===== config.mk =====
export PLATFORM = sky130hd
export DESIGN_NAME = running_sample_statistics_flat
export DESIGN_NICKNAME = d
export VERILOG_FILES = /design/src/rss_pkg.sv /design/src/rss_if.sv /design/src/running_sample_statistics.sv /design/src/rss_alu.sv /design/src/rss_accum.sv /design/src/rss_seq.sv /design/src/flat_wrapper.sv
export SDC_FILE = /design/constraint.sdc
export NUM_CORES = 2
export LEC_CHECK = 0
export BUFFER_PORTS_ARGS = -buffer_cell sky130_fd_sc_hd__buf_2
export CAP_MARGIN = 30
export CORE_MARGIN = 2
export CORE_UTILIZATION = 30
export CTS_CLUSTER_SIZE = 12
export DETAILED_ROUTE_END_ITERATION = 16
export GPL_TIMING_DRIVEN = 0
export PLACE_DENSITY = 0.44
export SYNTH_ARGS = -nofsm -noshare
export SYNTH_HDL_FRONTEND = slang
export SYNTH_SLANG_ARGS = --single-unit

===== constraint.sdc =====
create_clock -name clk_i -period 7.6 [get_ports clk_i]
set_input_delay 0.76 -clock clk_i [delete_from_list [all_inputs] [get_ports clk_i]]
set_output_delay 0.76 -clock clk_i [all_outputs]
set_load 0.05 [all_outputs]

===== src/rss_pkg.sv =====
// ----------------------------------------------------------------------------
// rss_pkg
// shared constants and types of the running sample statistics block
// ----------------------------------------------------------------------------
`default_nettype none

package rss_pkg;

  // fraction bits of mean and deviation
  localparam int FRAC_BITS   = 8;

  // result field widths
  localparam int COUNT_OUT_W = 16;
  localparam int TOTAL_W     = 31;
  localparam int MEAN_W      = 23;
  localparam int EXTREME_W   = 15;
  localparam int SD_W        = 23;

  typedef struct packed {
    logic add;
    logic clear;
  } acc_ctrl_t;

endpackage

`default_nettype wire


===== src/rss_if.sv =====
// ----------------------------------------------------------------------------
// rss channel interfaces
// valid/ready channels for samples and for run results
// ----------------------------------------------------------------------------
`default_nettype none

interface rss_in_if #(
  parameter int SAMPLE_BITS = 16
);
  logic                   valid;
  logic                   ready;
  logic [SAMPLE_BITS-1:0] sample;

  modport source (output valid, output sample, input ready);
  modport sink   (input valid, input sample, output ready);
endinterface

interface rss_out_if;
  import rss_pkg::*;

  logic                   valid;
  logic                   ready;
  logic [COUNT_OUT_W-1:0] sample_count;
  logic [TOTAL_W-1:0]     total;
  logic [MEAN_W-1:0]      mean_value;
  logic [EXTREME_W-1:0]   largest;
  logic [EXTREME_W-1:0]   smallest;
  logic [SD_W-1:0]        std_dev;
  logic                   dropped_flag;

  modport source (
    output valid, output sample_count, output total, output mean_value,
    output largest, output smallest, output std_dev, output dropped_flag,
    input ready
  );
  modport sink (
    input valid, input sample_count, input total, input mean_value,
    input largest, input smallest, input std_dev, input dropped_flag,
    output ready
  );
endinterface

`default_nettype wire


===== src/running_sample_statistics.sv =====
// ----------------------------------------------------------------------------
// running_sample_statistics
// count, sum, mean, max, min and population deviation of sample runs
// ----------------------------------------------------------------------------
//  channel  dir  request carries
//  in_i     in   sample (negative value closes the run)
//  out_o    out  sample_count, total, mean_value, largest, smallest,
//                std_dev, dropped_flag
//
//  a non-negative sample never drops ready; outside a close, one per cycle.
//  a negative sample starts the closing sequence on the shared adder:
//    mean divide, n*sum_sq, sum^2, subtract, n^2, variance divide, root;
//    an empty run skips to the load; ready is low until the result is loaded.
//  the result register frees the input side; a new close waits only if the
//    previous result has not been taken yet.
//  reset clears the accumulators (minimum to all ones) and the result valid.
// ----------------------------------------------------------------------------
`default_nettype none

module running_sample_statistics #(
  parameter int SAMPLE_BITS = 16,
  parameter int COUNT_BITS  = 16
) (
  input  logic      clk_i,
  input  logic      rst_ni,
  rss_in_if.sink    in_i,
  rss_out_if.source out_o
);
  import rss_pkg::*;

  localparam int MAG = SAMPLE_BITS - 1;
  localparam int SW  = MAG + COUNT_BITS;
  localparam int QSW = 2 * MAG + COUNT_BITS;

  acc_ctrl_t             acc_ctrl;
  logic                  accept;
  logic                  negative;
  logic                  start;
  logic                  idle;
  logic                  clear;
  logic [COUNT_BITS-1:0] count;
  logic [SW-1:0]         sum;
  logic [QSW-1:0]        sumsq;
  logic [MAG-1:0]        run_max;
  logic [MAG-1:0]        run_min;
  logic                  dropped;

  assign accept         = in_i.valid && in_i.ready;
  assign negative       = in_i.sample[SAMPLE_BITS-1];
  assign start          = accept && negative;
  assign acc_ctrl.add   = accept && !negative;
  assign acc_ctrl.clear = clear;
  assign in_i.ready     = idle;

  rss_accum #(
    .SAMPLE_BITS (SAMPLE_BITS),
    .COUNT_BITS  (COUNT_BITS)
  ) u_accum (
    .clk_i     (clk_i),
    .rst_ni    (rst_ni),
    .ctrl_i    (acc_ctrl),
    .mag_i     (in_i.sample[SAMPLE_BITS-2:0]),
    .count_o   (count),
    .sum_o     (sum),
    .sumsq_o   (sumsq),
    .max_o     (run_max),
    .min_o     (run_min),
    .dropped_o (dropped)
  );

  rss_seq #(
    .SAMPLE_BITS (SAMPLE_BITS),
    .COUNT_BITS  (COUNT_BITS)
  ) u_seq (
    .clk_i     (clk_i),
    .rst_ni    (rst_ni),
    .start_i   (start),
    .count_i   (count),
    .sum_i     (sum),
    .sumsq_i   (sumsq),
    .max_i     (run_max),
    .min_i     (run_min),
    .dropped_i (dropped),
    .idle_o    (idle),
    .clear_o   (clear),
    .out_o     (out_o)
  );

endmodule

`default_nettype wire


===== src/rss_alu.sv =====
// ----------------------------------------------------------------------------
// rss_alu
// shared add/subtract unit with carry out, used by every closing step
// ----------------------------------------------------------------------------
`default_nettype none

module rss_alu #(
  parameter int WIDTH = 63
) (
  input  logic [WIDTH-1:0] a_i,
  input  logic [WIDTH-1:0] b_i,
  input  logic             sub_i,
  output logic [WIDTH-1:0] y_o,
  output logic             carry_o
);

  logic [WIDTH:0] sum;
  logic [WIDTH-1:0] b_eff;

  assign b_eff = sub_i ? ~b_i : b_i;
  assign sum   = {1'b0, a_i} + {1'b0, b_eff} + {{WIDTH{1'b0}}, sub_i};

  assign y_o     = sum[WIDTH-1:0];
  // on subtract, carry set means a >= b
  assign carry_o = sum[WIDTH];

endmodule

`default_nettype wire


===== src/rss_accum.sv =====
// ----------------------------------------------------------------------------
// rss_accum
// run accumulators: count, sum, sum of squares, max, min, dropped flag
// ----------------------------------------------------------------------------
`default_nettype none

module rss_accum #(
  parameter int SAMPLE_BITS = 16,
  parameter int COUNT_BITS  = 16
) (
  input  logic                                    clk_i,
  input  logic                                    rst_ni,
  input  rss_pkg::acc_ctrl_t                      ctrl_i,
  input  logic [SAMPLE_BITS-2:0]                  mag_i,
  output logic [COUNT_BITS-1:0]                   count_o,
  output logic [SAMPLE_BITS+COUNT_BITS-2:0]       sum_o,
  output logic [2*(SAMPLE_BITS-1)+COUNT_BITS-1:0] sumsq_o,
  output logic [SAMPLE_BITS-2:0]                  max_o,
  output logic [SAMPLE_BITS-2:0]                  min_o,
  output logic                                    dropped_o
);
  import rss_pkg::*;

  localparam int MAG  = SAMPLE_BITS - 1;
  localparam int SW   = MAG + COUNT_BITS;
  localparam int QSW  = 2 * MAG + COUNT_BITS;
  localparam int SQW  = 2 * MAG;

  logic [COUNT_BITS-1:0] count_q;
  logic [SW-1:0]         sum_q;
  logic [QSW-1:0]        sumsq_q;
  logic [MAG-1:0]        max_q;
  logic [MAG-1:0]        min_q;
  logic                  dropped_q;
  logic [SQW-1:0]        sq;
  logic                  full;

  assign sq   = SQW'(mag_i) * SQW'(mag_i);
  assign full = (count_q == {COUNT_BITS{1'b1}});

  always_ff @(posedge clk_i or negedge rst_ni) begin
    if (!rst_ni) begin
      count_q   <= '0;
      sum_q     <= '0;
      sumsq_q   <= '0;
      max_q     <= '0;
      min_q     <= '1;
      dropped_q <= 1'b0;
    end else begin
      priority if (ctrl_i.clear) begin
        count_q   <= '0;
        sum_q     <= '0;
        sumsq_q   <= '0;
        max_q     <= '0;
        min_q     <= '1;
        dropped_q <= 1'b0;
      end else if (ctrl_i.add) begin
        if (full) begin
          dropped_q <= 1'b1;
        end else begin
          count_q <= count_q + 1'b1;
          sum_q   <= sum_q + SW'(mag_i);
          sumsq_q <= sumsq_q + QSW'(sq);
          if (mag_i > max_q) begin
            max_q <= mag_i;
          end
          if (mag_i < min_q) begin
            min_q <= mag_i;
          end
        end
      end
    end
  end

  assign count_o   = count_q;
  assign sum_o     = sum_q;
  assign sumsq_o   = sumsq_q;
  assign max_o     = max_q;
  assign min_o     = min_q;
  assign dropped_o = dropped_q;

endmodule

`default_nettype wire


===== src/rss_seq.sv =====
// ----------------------------------------------------------------------------
// rss_seq
// closing sequencer: mean, variance and square root on one shared adder
// ----------------------------------------------------------------------------
`default_nettype none

module rss_seq #(
  parameter int SAMPLE_BITS = 16,
  parameter int COUNT_BITS  = 16
) (
  input  logic                                    clk_i,
  input  logic                                    rst_ni,
  input  logic                                    start_i,
  input  logic [COUNT_BITS-1:0]                   count_i,
  input  logic [SAMPLE_BITS+COUNT_BITS-2:0]       sum_i,
  input  logic [2*(SAMPLE_BITS-1)+COUNT_BITS-1:0] sumsq_i,
  input  logic [SAMPLE_BITS-2:0]                  max_i,
  input  logic [SAMPLE_BITS-2:0]                  min_i,
  input  logic                                    dropped_i,
  output logic                                    idle_o,
  output logic                                    clear_o,
  rss_out_if.source                               out_o
);
  import rss_pkg::*;

  localparam int MAG = SAMPLE_BITS - 1;
  localparam int SW  = MAG + COUNT_BITS;
  localparam int DW  = 2 * SW;                 // n*sum_sq and sum^2
  localparam int XW  = DW + 2 * FRAC_BITS;     // variance dividend
  localparam int QW  = 2 * MAG + 2 * FRAC_BITS; // scaled variance
  localparam int RW  = MAG + FRAC_BITS;        // root and mean
  localparam int UW  = DW + 1;
  localparam int CW  = $clog2(XW + 1);

  typedef enum logic [3:0] {
    S_IDLE,
    S_DIVM,
    S_P1,
    S_P2,
    S_SUB,
    S_N2,
    S_DIVQ,
    S_SQRT,
    S_LOAD
  } state_e;

  state_e          state_q;
  logic [CW-1:0]   cnt_q;
  logic [UW-1:0]   a_q;
  logic [UW-1:0]   b_q;
  logic [XW-1:0]   x_q;
  logic [DW-1:0]   p_q;
  logic [RW-1:0]   root_q;
  logic [RW-1:0]   mean_q;

  logic                   ov_q;
  logic [COUNT_OUT_W-1:0] oc_q;
  logic [TOTAL_W-1:0]     ot_q;
  logic [MEAN_W-1:0]      om_q;
  logic [EXTREME_W-1:0]   omax_q;
  logic [EXTREME_W-1:0]   omin_q;
  logic [SD_W-1:0]        osd_q;
  logic                   odrop_q;

  logic [UW-1:0] alu_a;
  logic [UW-1:0] alu_b;
  logic          alu_sub;
  logic [UW-1:0] alu_y;
  logic          alu_c;
  logic [UW-1:0] a_step;
  logic [XW-1:0] x_div;
  logic [RW-1:0] root_next;
  logic          last;
  logic          can_load;

  rss_alu #(.WIDTH(UW)) u_alu (
    .a_i     (alu_a),
    .b_i     (alu_b),
    .sub_i   (alu_sub),
    .y_o     (alu_y),
    .carry_o (alu_c)
  );

  always_comb begin
    alu_a   = '0;
    alu_b   = '0;
    alu_sub = 1'b0;
    unique case (state_q)
      S_P1, S_P2, S_N2: begin
        // shift-add multiply, multiplier bits from the top of x
        alu_a = {a_q[UW-2:0], 1'b0};
        alu_b = x_q[XW-1] ? b_q : '0;
      end
      S_SUB: begin
        alu_a   = UW'(p_q);
        alu_b   = a_q;
        alu_sub = 1'b1;
      end
      S_DIVM, S_DIVQ: begin
        // restoring divide, one quotient bit per cycle
        alu_a   = {a_q[UW-2:0], x_q[XW-1]};
        alu_b   = b_q;
        alu_sub = 1'b1;
      end
      S_SQRT: begin
        // digit-by-digit root, trial value 4*root + 1
        alu_a   = {a_q[UW-3:0], x_q[XW-1:XW-2]};
        alu_b   = UW'({root_q, 2'b01});
        alu_sub = 1'b1;
      end
      default: begin
        alu_a   = '0;
        alu_b   = '0;
        alu_sub = 1'b0;
      end
    endcase
  end

  assign a_step    = alu_c ? alu_y : alu_a;
  assign x_div     = {x_q[XW-2:0], alu_c};
  assign root_next = {root_q[RW-2:0], alu_c};
  assign last      = (cnt_q == CW'(1));
  assign can_load  = !ov_q || out_o.ready;

  always_ff @(posedge clk_i or negedge rst_ni) begin
    if (!rst_ni) begin
      state_q <= S_IDLE;
      cnt_q   <= '0;
      a_q     <= '0;
      b_q     <= '0;
      x_q     <= '0;
      p_q     <= '0;
      root_q  <= '0;
      mean_q  <= '0;
      ov_q    <= 1'b0;
      oc_q    <= '0;
      ot_q    <= '0;
      om_q    <= '0;
      omax_q  <= '0;
      omin_q  <= '0;
      osd_q   <= '0;
      odrop_q <= 1'b0;
    end else begin
      priority if ((state_q == S_LOAD) && can_load) begin
        ov_q <= 1'b1;
      end else if (out_o.ready) begin
        ov_q <= 1'b0;
      end
      unique case (state_q)
        S_IDLE: begin
          if (start_i) begin
            if (count_i == '0) begin
              mean_q  <= '0;
              root_q  <= '0;
              state_q <= S_LOAD;
            end else begin
              a_q     <= '0;
              b_q     <= UW'(count_i);
              x_q     <= XW'({sum_i, {FRAC_BITS{1'b0}}}) << (XW - SW - FRAC_BITS);
              cnt_q   <= CW'(SW + FRAC_BITS);
              state_q <= S_DIVM;
            end
          end
        end
        S_DIVM: begin
          if (last) begin
            mean_q  <= x_div[RW-1:0];
            a_q     <= '0;
            b_q     <= UW'(sumsq_i);
            x_q     <= XW'(count_i) << (XW - COUNT_BITS);
            cnt_q   <= CW'(COUNT_BITS);
            state_q <= S_P1;
          end else begin
            a_q   <= a_step;
            x_q   <= x_div;
            cnt_q <= cnt_q - 1'b1;
          end
        end
        S_P1: begin
          if (last) begin
            p_q     <= alu_y[DW-1:0];
            a_q     <= '0;
            b_q     <= UW'(sum_i);
            x_q     <= XW'(sum_i) << (XW - SW);
            cnt_q   <= CW'(SW);
            state_q <= S_P2;
          end else begin
            a_q   <= alu_y;
            x_q   <= x_q << 1;
            cnt_q <= cnt_q - 1'b1;
          end
        end
        S_P2: begin
          a_q   <= alu_y;
          x_q   <= x_q << 1;
          cnt_q <= cnt_q - 1'b1;
          if (last) begin
            state_q <= S_SUB;
          end
        end
        S_SUB: begin
          // n*sum_sq - sum^2
          p_q     <= alu_y[DW-1:0];
          a_q     <= '0;
          b_q     <= UW'(count_i);
          x_q     <= XW'(count_i) << (XW - COUNT_BITS);
          cnt_q   <= CW'(COUNT_BITS);
          state_q <= S_N2;
        end
        S_N2: begin
          if (last) begin
            b_q     <= alu_y;
            a_q     <= '0;
            x_q     <= {p_q, {(2 * FRAC_BITS){1'b0}}};
            cnt_q   <= CW'(XW);
            state_q <= S_DIVQ;
          end else begin
            a_q   <= alu_y;
            x_q   <= x_q << 1;
            cnt_q <= cnt_q - 1'b1;
          end
        end
        S_DIVQ: begin
          if (last) begin
            a_q     <= '0;
            root_q  <= '0;
            x_q     <= XW'(x_div[QW-1:0]) << (XW - QW);
            cnt_q   <= CW'(QW / 2);
            state_q <= S_SQRT;
          end else begin
            a_q   <= a_step;
            x_q   <= x_div;
            cnt_q <= cnt_q - 1'b1;
          end
        end
        S_SQRT: begin
          a_q    <= a_step;
          x_q    <= x_q << 2;
          root_q <= root_next;
          cnt_q  <= cnt_q - 1'b1;
          if (last) begin
            state_q <= S_LOAD;
          end
        end
        S_LOAD: begin
          if (can_load) begin
            oc_q    <= COUNT_OUT_W'(count_i);
            ot_q    <= TOTAL_W'(sum_i);
            om_q    <= MEAN_W'(mean_q);
            omax_q  <= EXTREME_W'(max_i);
            omin_q  <= EXTREME_W'(min_i);
            osd_q   <= SD_W'(root_q);
            odrop_q <= dropped_i;
            state_q <= S_IDLE;
          end
        end
        default: begin
          state_q <= S_IDLE;
        end
      endcase
    end
  end

  assign idle_o  = (state_q == S_IDLE);
  assign clear_o = (state_q == S_LOAD) && can_load;

  assign out_o.valid        = ov_q;
  assign out_o.sample_count = oc_q;
  assign out_o.total        = ot_q;
  assign out_o.mean_value   = om_q;
  assign out_o.largest      = omax_q;
  assign out_o.smallest     = omin_q;
  assign out_o.std_dev      = osd_q;
  assign out_o.dropped_flag = odrop_q;

endmodule

`default_nettype wire


===== src/flat_wrapper.sv =====
// flat-port wrapper written by rule: the top's interface ports become plain ports
module running_sample_statistics_flat import rss_pkg::*;
#(
  parameter int SAMPLE_BITS = 16,
  parameter int COUNT_BITS  = 16
)
  (clk_i, rst_ni, in_i_valid, in_i_sample, in_i_ready, out_o_valid, out_o_sample_count, out_o_total, out_o_mean_value, out_o_largest, out_o_smallest, out_o_std_dev, out_o_dropped_flag, out_o_ready);
  rss_in_if #(.SAMPLE_BITS(SAMPLE_BITS)) in_i_i ();
  rss_out_if out_o_i ();
  input  logic clk_i;
  input  logic rst_ni;
  input wire logic [$bits(in_i_i.valid)-1:0] in_i_valid;
  input wire logic [$bits(in_i_i.sample)-1:0] in_i_sample;
  output wire logic [$bits(in_i_i.ready)-1:0] in_i_ready;
  output wire logic [$bits(out_o_i.valid)-1:0] out_o_valid;
  output wire logic [$bits(out_o_i.sample_count)-1:0] out_o_sample_count;
  output wire logic [$bits(out_o_i.total)-1:0] out_o_total;
  output wire logic [$bits(out_o_i.mean_value)-1:0] out_o_mean_value;
  output wire logic [$bits(out_o_i.largest)-1:0] out_o_largest;
  output wire logic [$bits(out_o_i.smallest)-1:0] out_o_smallest;
  output wire logic [$bits(out_o_i.std_dev)-1:0] out_o_std_dev;
  output wire logic [$bits(out_o_i.dropped_flag)-1:0] out_o_dropped_flag;
  input wire logic [$bits(out_o_i.ready)-1:0] out_o_ready;
  assign in_i_i.valid = in_i_valid;
  assign in_i_i.sample = in_i_sample;
  assign in_i_ready = in_i_i.ready;
  assign out_o_valid = out_o_i.valid;
  assign out_o_sample_count = out_o_i.sample_count;
  assign out_o_total = out_o_i.total;
  assign out_o_mean_value = out_o_i.mean_value;
  assign out_o_largest = out_o_i.largest;
  assign out_o_smallest = out_o_i.smallest;
  assign out_o_std_dev = out_o_i.std_dev;
  assign out_o_dropped_flag = out_o_i.dropped_flag;
  assign out_o_i.ready = out_o_ready;
  running_sample_statistics #(.SAMPLE_BITS(SAMPLE_BITS), .COUNT_BITS(COUNT_BITS)) u_core (.clk_i(clk_i), .rst_ni(rst_ni), .in_i(in_i_i), .out_o(out_o_i));
endmodule

Word-level counts from Yosys, hierarchy flattened
Cells that the tools add are included. Widths: inputs -> output; s select.

Register bits: 572. Bits in latches: 0. Output and inout bits: 126. Logic and storage cells: 163. RAM bits: 0. Memories kept: 0. Input port bits: 20. Memory bits (read-only): 0.

Divide/modulo/power cells: 0. Equality and inequality tests: 21. Multiply operators: 1. Shift operators: 0. Bitwise operators: 1. Reductions and logical operators: 39. Magnitude comparators: 2. $add $sub $neg: 6. Muxes and demuxes: 71.

Operators by type and width (number): $mux 63 (12); $pmux 78 s8 (1); $pmux 63 s4 (2); $mux 78 (6); $pmux 63 s6 (1); $pmux 63 s5 (1); $mux 46 (3); $pmux 62 s2 (1); $mux 15 (8); $mux 31 (3); $mux 23 (4); $pmux 23 s3 (1); $add 63x63->64 (1); $add 64x1->64 (1); $not 63->63 (1); $mux 62 (1); $pmux 7 s7 (1); $mux 16 (3); $add 46x30->46 (1); $pmux 23 s2 (1); $mux 7 (6); $mux 4 (9); $pmux 4 s9 (1); $add 31x15->31 (1); 33 further kinds (71).

Depth between registers and ports, before layout
Depth in word-level cells: 10. Gate-level depth with buffers: 28. Gate-level depth less buffers: 26.

Cells and area by module
A second synthesis with hierarchy kept.

Cell total of the unflattened synthesis: 4418. Area, all modules: 40278.6 µm².

By module, submodules not included: rss_seq (sequential area each 11210.8 µm², area each 21730.8 µm², cells each 2204, times used 1); rss_accum (sequential area each 3121.7 µm², area each 14451.4 µm², cells each 1640, times used 1); rss_alu (sequential area each 0.0 µm², area each 4080.2 µm², cells each 572, times used 1); running_sample_statistics (sequential area each 0.0 µm², area each 16.3 µm², cells each 2, times used 1).

Worst setup path after synthesis
Ideal clock, no wire load.

Path kind: in2reg. Start: in in_i_sample[3]. End: reg u_core.u_accum.sumsq_q[44], in the netlist u_core.u_accum.sumsq_o[44]. Path buffers: 2. Path slack: 0.481 ns. Cell stages on the path: 24. Data arrival time: 6.987 ns. Data required time: 7.468 ns. Cells stage by stage: clkbuf_1 > clkbuf_1 > nand2_1 > fa_1 > inv_1 > fa_1 > fa_1 > fa_1 > fa_1 > inv_1 > fa_1 > inv_1 > ha_1 > a21o_1 > a21o_1 > a21o_1 > a31o_2 > a31oi_1 > o21ai_0 > a31o_2 > a2111o_1 > nor3b_1 > xnor2_1 > nor2_1.

Cells in the longest elaborated chain, start to end: 5.

RTL lines: from (decl) (RTL line flat_wrapper.sv:13) `input wire logic [$bits(in_i_i.sample)-1:0] in_i_sample;`; $mul 15x15->30 (RTL line rss_accum.sv:38) `assign sq = SQW'(mag_i) * SQW'(mag_i);`; $add 46x30->46 (RTL line rss_accum.sv:63) `sumsq_q <= sumsq_q + QSW'(sq);`; $mux 46 (RTL line rss_accum.sv:58) `if (full) begin`; $mux 46 (RTL line rss_accum.sv:57) `end else if (ctrl_i.add) begin`; $mux 46 (RTL line rss_accum.sv:50) `priority if (ctrl_i.clear) begin`; to (signal assigned) (RTL line rss_accum.sv:63); to (decl) (RTL line rss_accum.sv:31) `logic [QSW-1:0] sumsq_q;`.

No other way between the ends. The select of a mux whose other input is x is not followed. A chain may end at the register's enable or synchronous reset.

Worst setup path after layout
Start: reg u_core.u_seq.state_q[1]. End: reg u_core.u_seq.a_q[56].

Cells in the longest elaborated chain, start to end: 10. Elaborated cells on any way between the ends: 29.

RTL lines: from (decl) (RTL line rss_seq.sv:47) `state_e state_q;`; from (signal assigned) (RTL line rss_seq.sv:127) `state_q <= S_IDLE;`; from (signal assigned) (RTL line rss_seq.sv:155) `state_q <= S_LOAD;`; from (signal assigned) (RTL line rss_seq.sv:161) `state_q <= S_DIVM;`; $eq 4x3->1 (tied with other cells) (RTL line rss_seq.sv:88, rss_seq.sv:149); $reduce_or 3->1 or $reduce_or 2->1 (tied branches); $pmux 63 s4 (RTL line rss_seq.sv:88) `unique case (state_q)`; $not 63->63 (RTL line rss_alu.sv:20) `assign b_eff = sub_i ? ~b_i : b_i;`; $mux 63 (RTL line rss_alu.sv:20); $add 63x63->64 (RTL line rss_alu.sv:21) `assign sum = {1'b0, a_i} + {1'b0, b_eff} + {{WIDTH{1'b0}}, sub_i};`; $add 64x1->64 (RTL line rss_alu.sv:21); $mux 63 (RTL line rss_seq.sv:119) `assign a_step = alu_c ? alu_y : alu_a;`; $mux 63 (RTL line rss_seq.sv:166, rss_seq.sv:224); $pmux 63 s6 (RTL line rss_seq.sv:149) `unique case (state_q)`; to (signal assigned) (RTL line rss_seq.sv:174) `a_q <= a_step;`; to (signal assigned) (RTL line rss_seq.sv:231) `a_q <= a_step;`; to (signal assigned) (RTL line rss_seq.sv:237) `a_q <= a_step;`; to (decl) (RTL line rss_seq.sv:49) `logic [UW-1:0] a_q;`.

Several ways; a longest one is shown, not always the timed one.

==> results.cfg <==
[logic_synthesis]
yosys_warnings = 0
seq_area_frac_synth_pct = 35.98
avgSynthCellArea_sq_um = 8.824
ys_types = 88
async_flop_share_pct = 100.0
synth-seq-cells = 572
synthFlopType = dfrtp_1
mappedNetlistArea_sq_um = 39840
synth_cells = 4515
synth_nets = 4913
synth_edf_count = 0

[timing]
setup_viol = 0
clock_skew_ns = 0.03975
fin_crit_sh_pct = 96.87
clock.fmax_ghz = 0.1358
rsz0062_at_grt = false
hold_ws_ns = 0.4550
worstMarginPinSlew_ns = 1.578
final_max_slew_viol_count = 2
max_slew_margin_pct = -5.229
final_hold_viol_count = 0
fin_crit_ns = 7.362

[global_route]
antenna_found_initial = 9
grt_max_degree = 108
grt-ovfl-total = 0
grt.total_usage_pct = 24.91
grt_pass1_vias = 35914
grt_pass1_wl_mm = 251.4

[routing]
wl_per_cell_microns = 25.96
num_vias = 36153
ant_nets = 0
drt_iter0_markers = 4433
finalWirelength_mm = 170.8
via_per_inst = 5.494
firstDrtPassIters = 9
route.detailed.drc = 0

[setup_path]
cp_max_fo = 10
required_ns = 8.10
worst-setup-path-type = reg2reg
cp.arrival_ns = 7.86
critical_path.max_stage_delay_ns = 0.78
reg2reg_depth = 22
crit_path_cell_trace = buf_2 > buf_2 > nor2_1 > or2_2 > a21oi_2 > buf_8 > clkbuf_1 > clkbuf_1 > nand2_1 > nand2_1 > ha_1 > a21oi_1 > o21ai_0 > a211o_1 > a2bb2oi_1 > o211ai_1 > a221o_1 > o31ai_2 > o21bai_1 > a21oi_1 > xor2_1 > o221ai_1
crit_path_end_kind = flip-flop
crit_buf_inv = 5
cpMaxStageDelayCell = clkbuf_1
crit_family = compound AO/OA/AOI/OAI gates
start_kind = flip-flop
cp.depth = 22

[hold_path]
holdCritPathClass = in2reg
min_path_cells = 3

[place]
port_buffers = 145
gp_congestion = 0.9747
dpl.hpwl_mm = 135.4

[floorplanning]
initial_core_util_pct = 30.27
die_h_microns = 368.4
core_sq_um = 131600
rows = 133
ios = 146
die-area_sq_um = 135700
die_w_microns = 368.4

[clock_network]
cts_buffer_depth = 3
clk_latency_ns = 0.68
cts_root_buf = clkbuf_16
clk_pin_slew_worst_paths_ns = 0.06
cts_sinks = 572
cts_tree = done
htreeDepth = 3
cts_buffers = 74

[pwr]
pwr-share-clk_pct = 15.8
intPower_w = 0.01156
p_sw_w = 0.01217
peakVddDrop_uv = 435.2
p_total_w = 0.02373
p_seq_share_pct = 21.0
leakage_nw = 22.37
netSwitchingFraction_pct = 51.30
power.density_nw_per_um2 = 516.3
comb_power_share_pct = 63.3

[final_layout]
finalCoreUtilization_pct = 34.92
final_nets = 5163
drive_gt1_share_pct = 8.651
syn_to_final_growth_pct = 15.37

[status]
status = finished, violations left
violations = max-slew violations

[flow_run]
drv_cap = 0
[metrics by stage]
| step | setup TNS [ns] | setup WS [ns] | area [sq um] | std cells |
|---|---|---|---|---|
| final | 0 | 0.2375 | 45960 | 6580 |
| after global routing | 0 | 0.02557 | 45950 | 6575 |
| after CTS | 0 | 0.04580 | 45940 | 6580 |
| after detailed placement | -38.38 | -0.9420 | 43370 | 6450 |
| after global placement | -4203.46 | -7.409 | 42760 | 6415 |
| after floorplan | 0 | 0.4814 | 39840 | 4515 |
[path summary, 6_finish.rpt]
check                                                                      to                                  startpoint  slack, ns
min in group asynchronous       u_core.u_seq.out_o.mean_value[20]$_DFFE_PN0P_                                      rst_ni       0.49
worst min-delay path                     u_core.u_seq.out_o.valid$_DFFE_PN0P_                                 out_o_ready       0.46
worst max-delay path                         u_core.u_seq.a_q[56]$_DFFE_PN0P_         u_core.u_seq.state_q[1]$_DFFE_PN0P_       0.24
max in group asynchronous                    u_core.u_seq.b_q[38]$_DFFE_PN0P_                                      rst_ni       5.73
worst max register to register               u_core.u_seq.a_q[56]$_DFFE_PN0P_         u_core.u_seq.state_q[1]$_DFFE_PN0P_       0.24
worst min register to register     u_core.u_seq.out_o.std_dev[20]$_DFFE_PN0P_  u_core.u_seq.out_o.std_dev[20]$_DFFE_PN0P_       0.46
[per-layer routing]
layer	track usage (%)	vias to the layer above	share of wire, %
met5	0	-	0.021
met4	11.86	4	5.1
met3	3.770	333	7.3
met2	38.61	1391	44
met1	33.98	18226	43
li1	-	16199	-
[synthesized netlist by cell type, types with 24 or more instances]
cell type  number  share of area (%)
a21oi_1       140                1.8
a21o_1         98                1.8
nor2_1        259                2.4
clkbuf_1      252                2.4
dfrtp_1       557                 35
and2_1         51               0.80
inv_1         396                3.7
mux2_2         28               0.79
o21ai_0       211                2.7
xnor2_1       143                3.1
a41oi_1        29               0.64
xor2_1         68                1.5
o21ai_1        33               0.41
a31oi_1        36               0.57
nand3_1        90                1.1
a22oi_1       149                2.8
nor3_1         26               0.33
mux2i_1        53                1.3
nand4_1        38               0.60
fa_1          166                8.3
a22o_1         47                1.0
nand2_1       923                8.7
buf_1          26               0.24
a221o_1        24               0.60
a222oi_1      138                3.5
ha_1          212                6.7
[state kept, by name, summed over array words and instances (netlist names), 31 cells and up]
signal	flops
u_core.u_seq.x_q	78
u_core.u_seq.a_q	63
u_core.u_seq.b_q	63
u_core.u_seq.p_q	62
u_core.u_accum.sumsq_o	46
u_core.u_accum.sum_o	31
u_core.u_seq.out_o.total	31
[layout make-up]
type,count,area (sq um)
buffer,286,1145
fill,13905,85670
antenna,5,12.51
multi-input combinational,3252,22910
inverter,396,1486
timing repair buffer,183,1340
clock buffer,108,2181
clock inverter,23,359.1
tap,1755,2196
sequential,572,14330
[cell usage in the layout (no fill, tap or decap), types with 26 or more instances in the layout]
| cell | instances |
|---|---|
| nand4_1 | 38 |
| ha_1 | 212 |
| a21o_1 | 98 |
| a21oi_1 | 137 |
| clkbuf_1 | 247 |
| inv_1 | 396 |
| mux2i_1 | 53 |
| xor2_1 | 68 |
| mux2_2 | 28 |
| dfrtp_1 | 557 |
| buf_2 | 156 |
| nor2_1 | 258 |
| o21ai_1 | 34 |
| a31oi_1 | 33 |
| clkbuf_16 | 75 |
| xnor2_1 | 143 |
| and2_1 | 51 |
| buf_1 | 26 |
| nand3_1 | 90 |
| a22o_1 | 47 |
| fa_1 | 166 |
| nor3_1 | 26 |
| a22oi_1 | 149 |
| a41oi_1 | 29 |
| a222oi_1 | 138 |
| nand2_1 | 923 |
| o21ai_0 | 210 |
[worst min-delay path: cells and delay by family]
kind | cells | cell delay, ns
buf+inv | 1 | 0.10
simple gates | 2 | 0.20
[kinds of logic after synthesis]
group           count (synthesis)  synth area share [%]
buf+inv                       691                 6.655
fa+ha+maj                     378                 15.00
flops                         572                 35.98
xor+xnor                      214                 4.761
compound gates               1087                 19.67
mux                            83                 2.180
simple gates                 1490                 15.76
[power groups by stage]
stage	clock (W)	sequential, W	combinational (W)
CTS	0.00381	0.00493	0.0149
global placement	0	0.00498	0.0147
global route	0.00392	0.00502	0.0166
finish	0.00374	0.00498	0.0150
detailed placement	0	0.00498	0.0148
floorplan	0	0.00472	0.0104
[what timing repair did]
item,4_1_cts,5_1_grt
endpoints found under the hold margin,8,0
endpoints found under the setup margin,91,65
gates resized for setup,7,21
setup buffers,0,0
hold buffers,1,0
gates cloned,0,0
No activity file was read; power rests on OpenSTA's default activity.
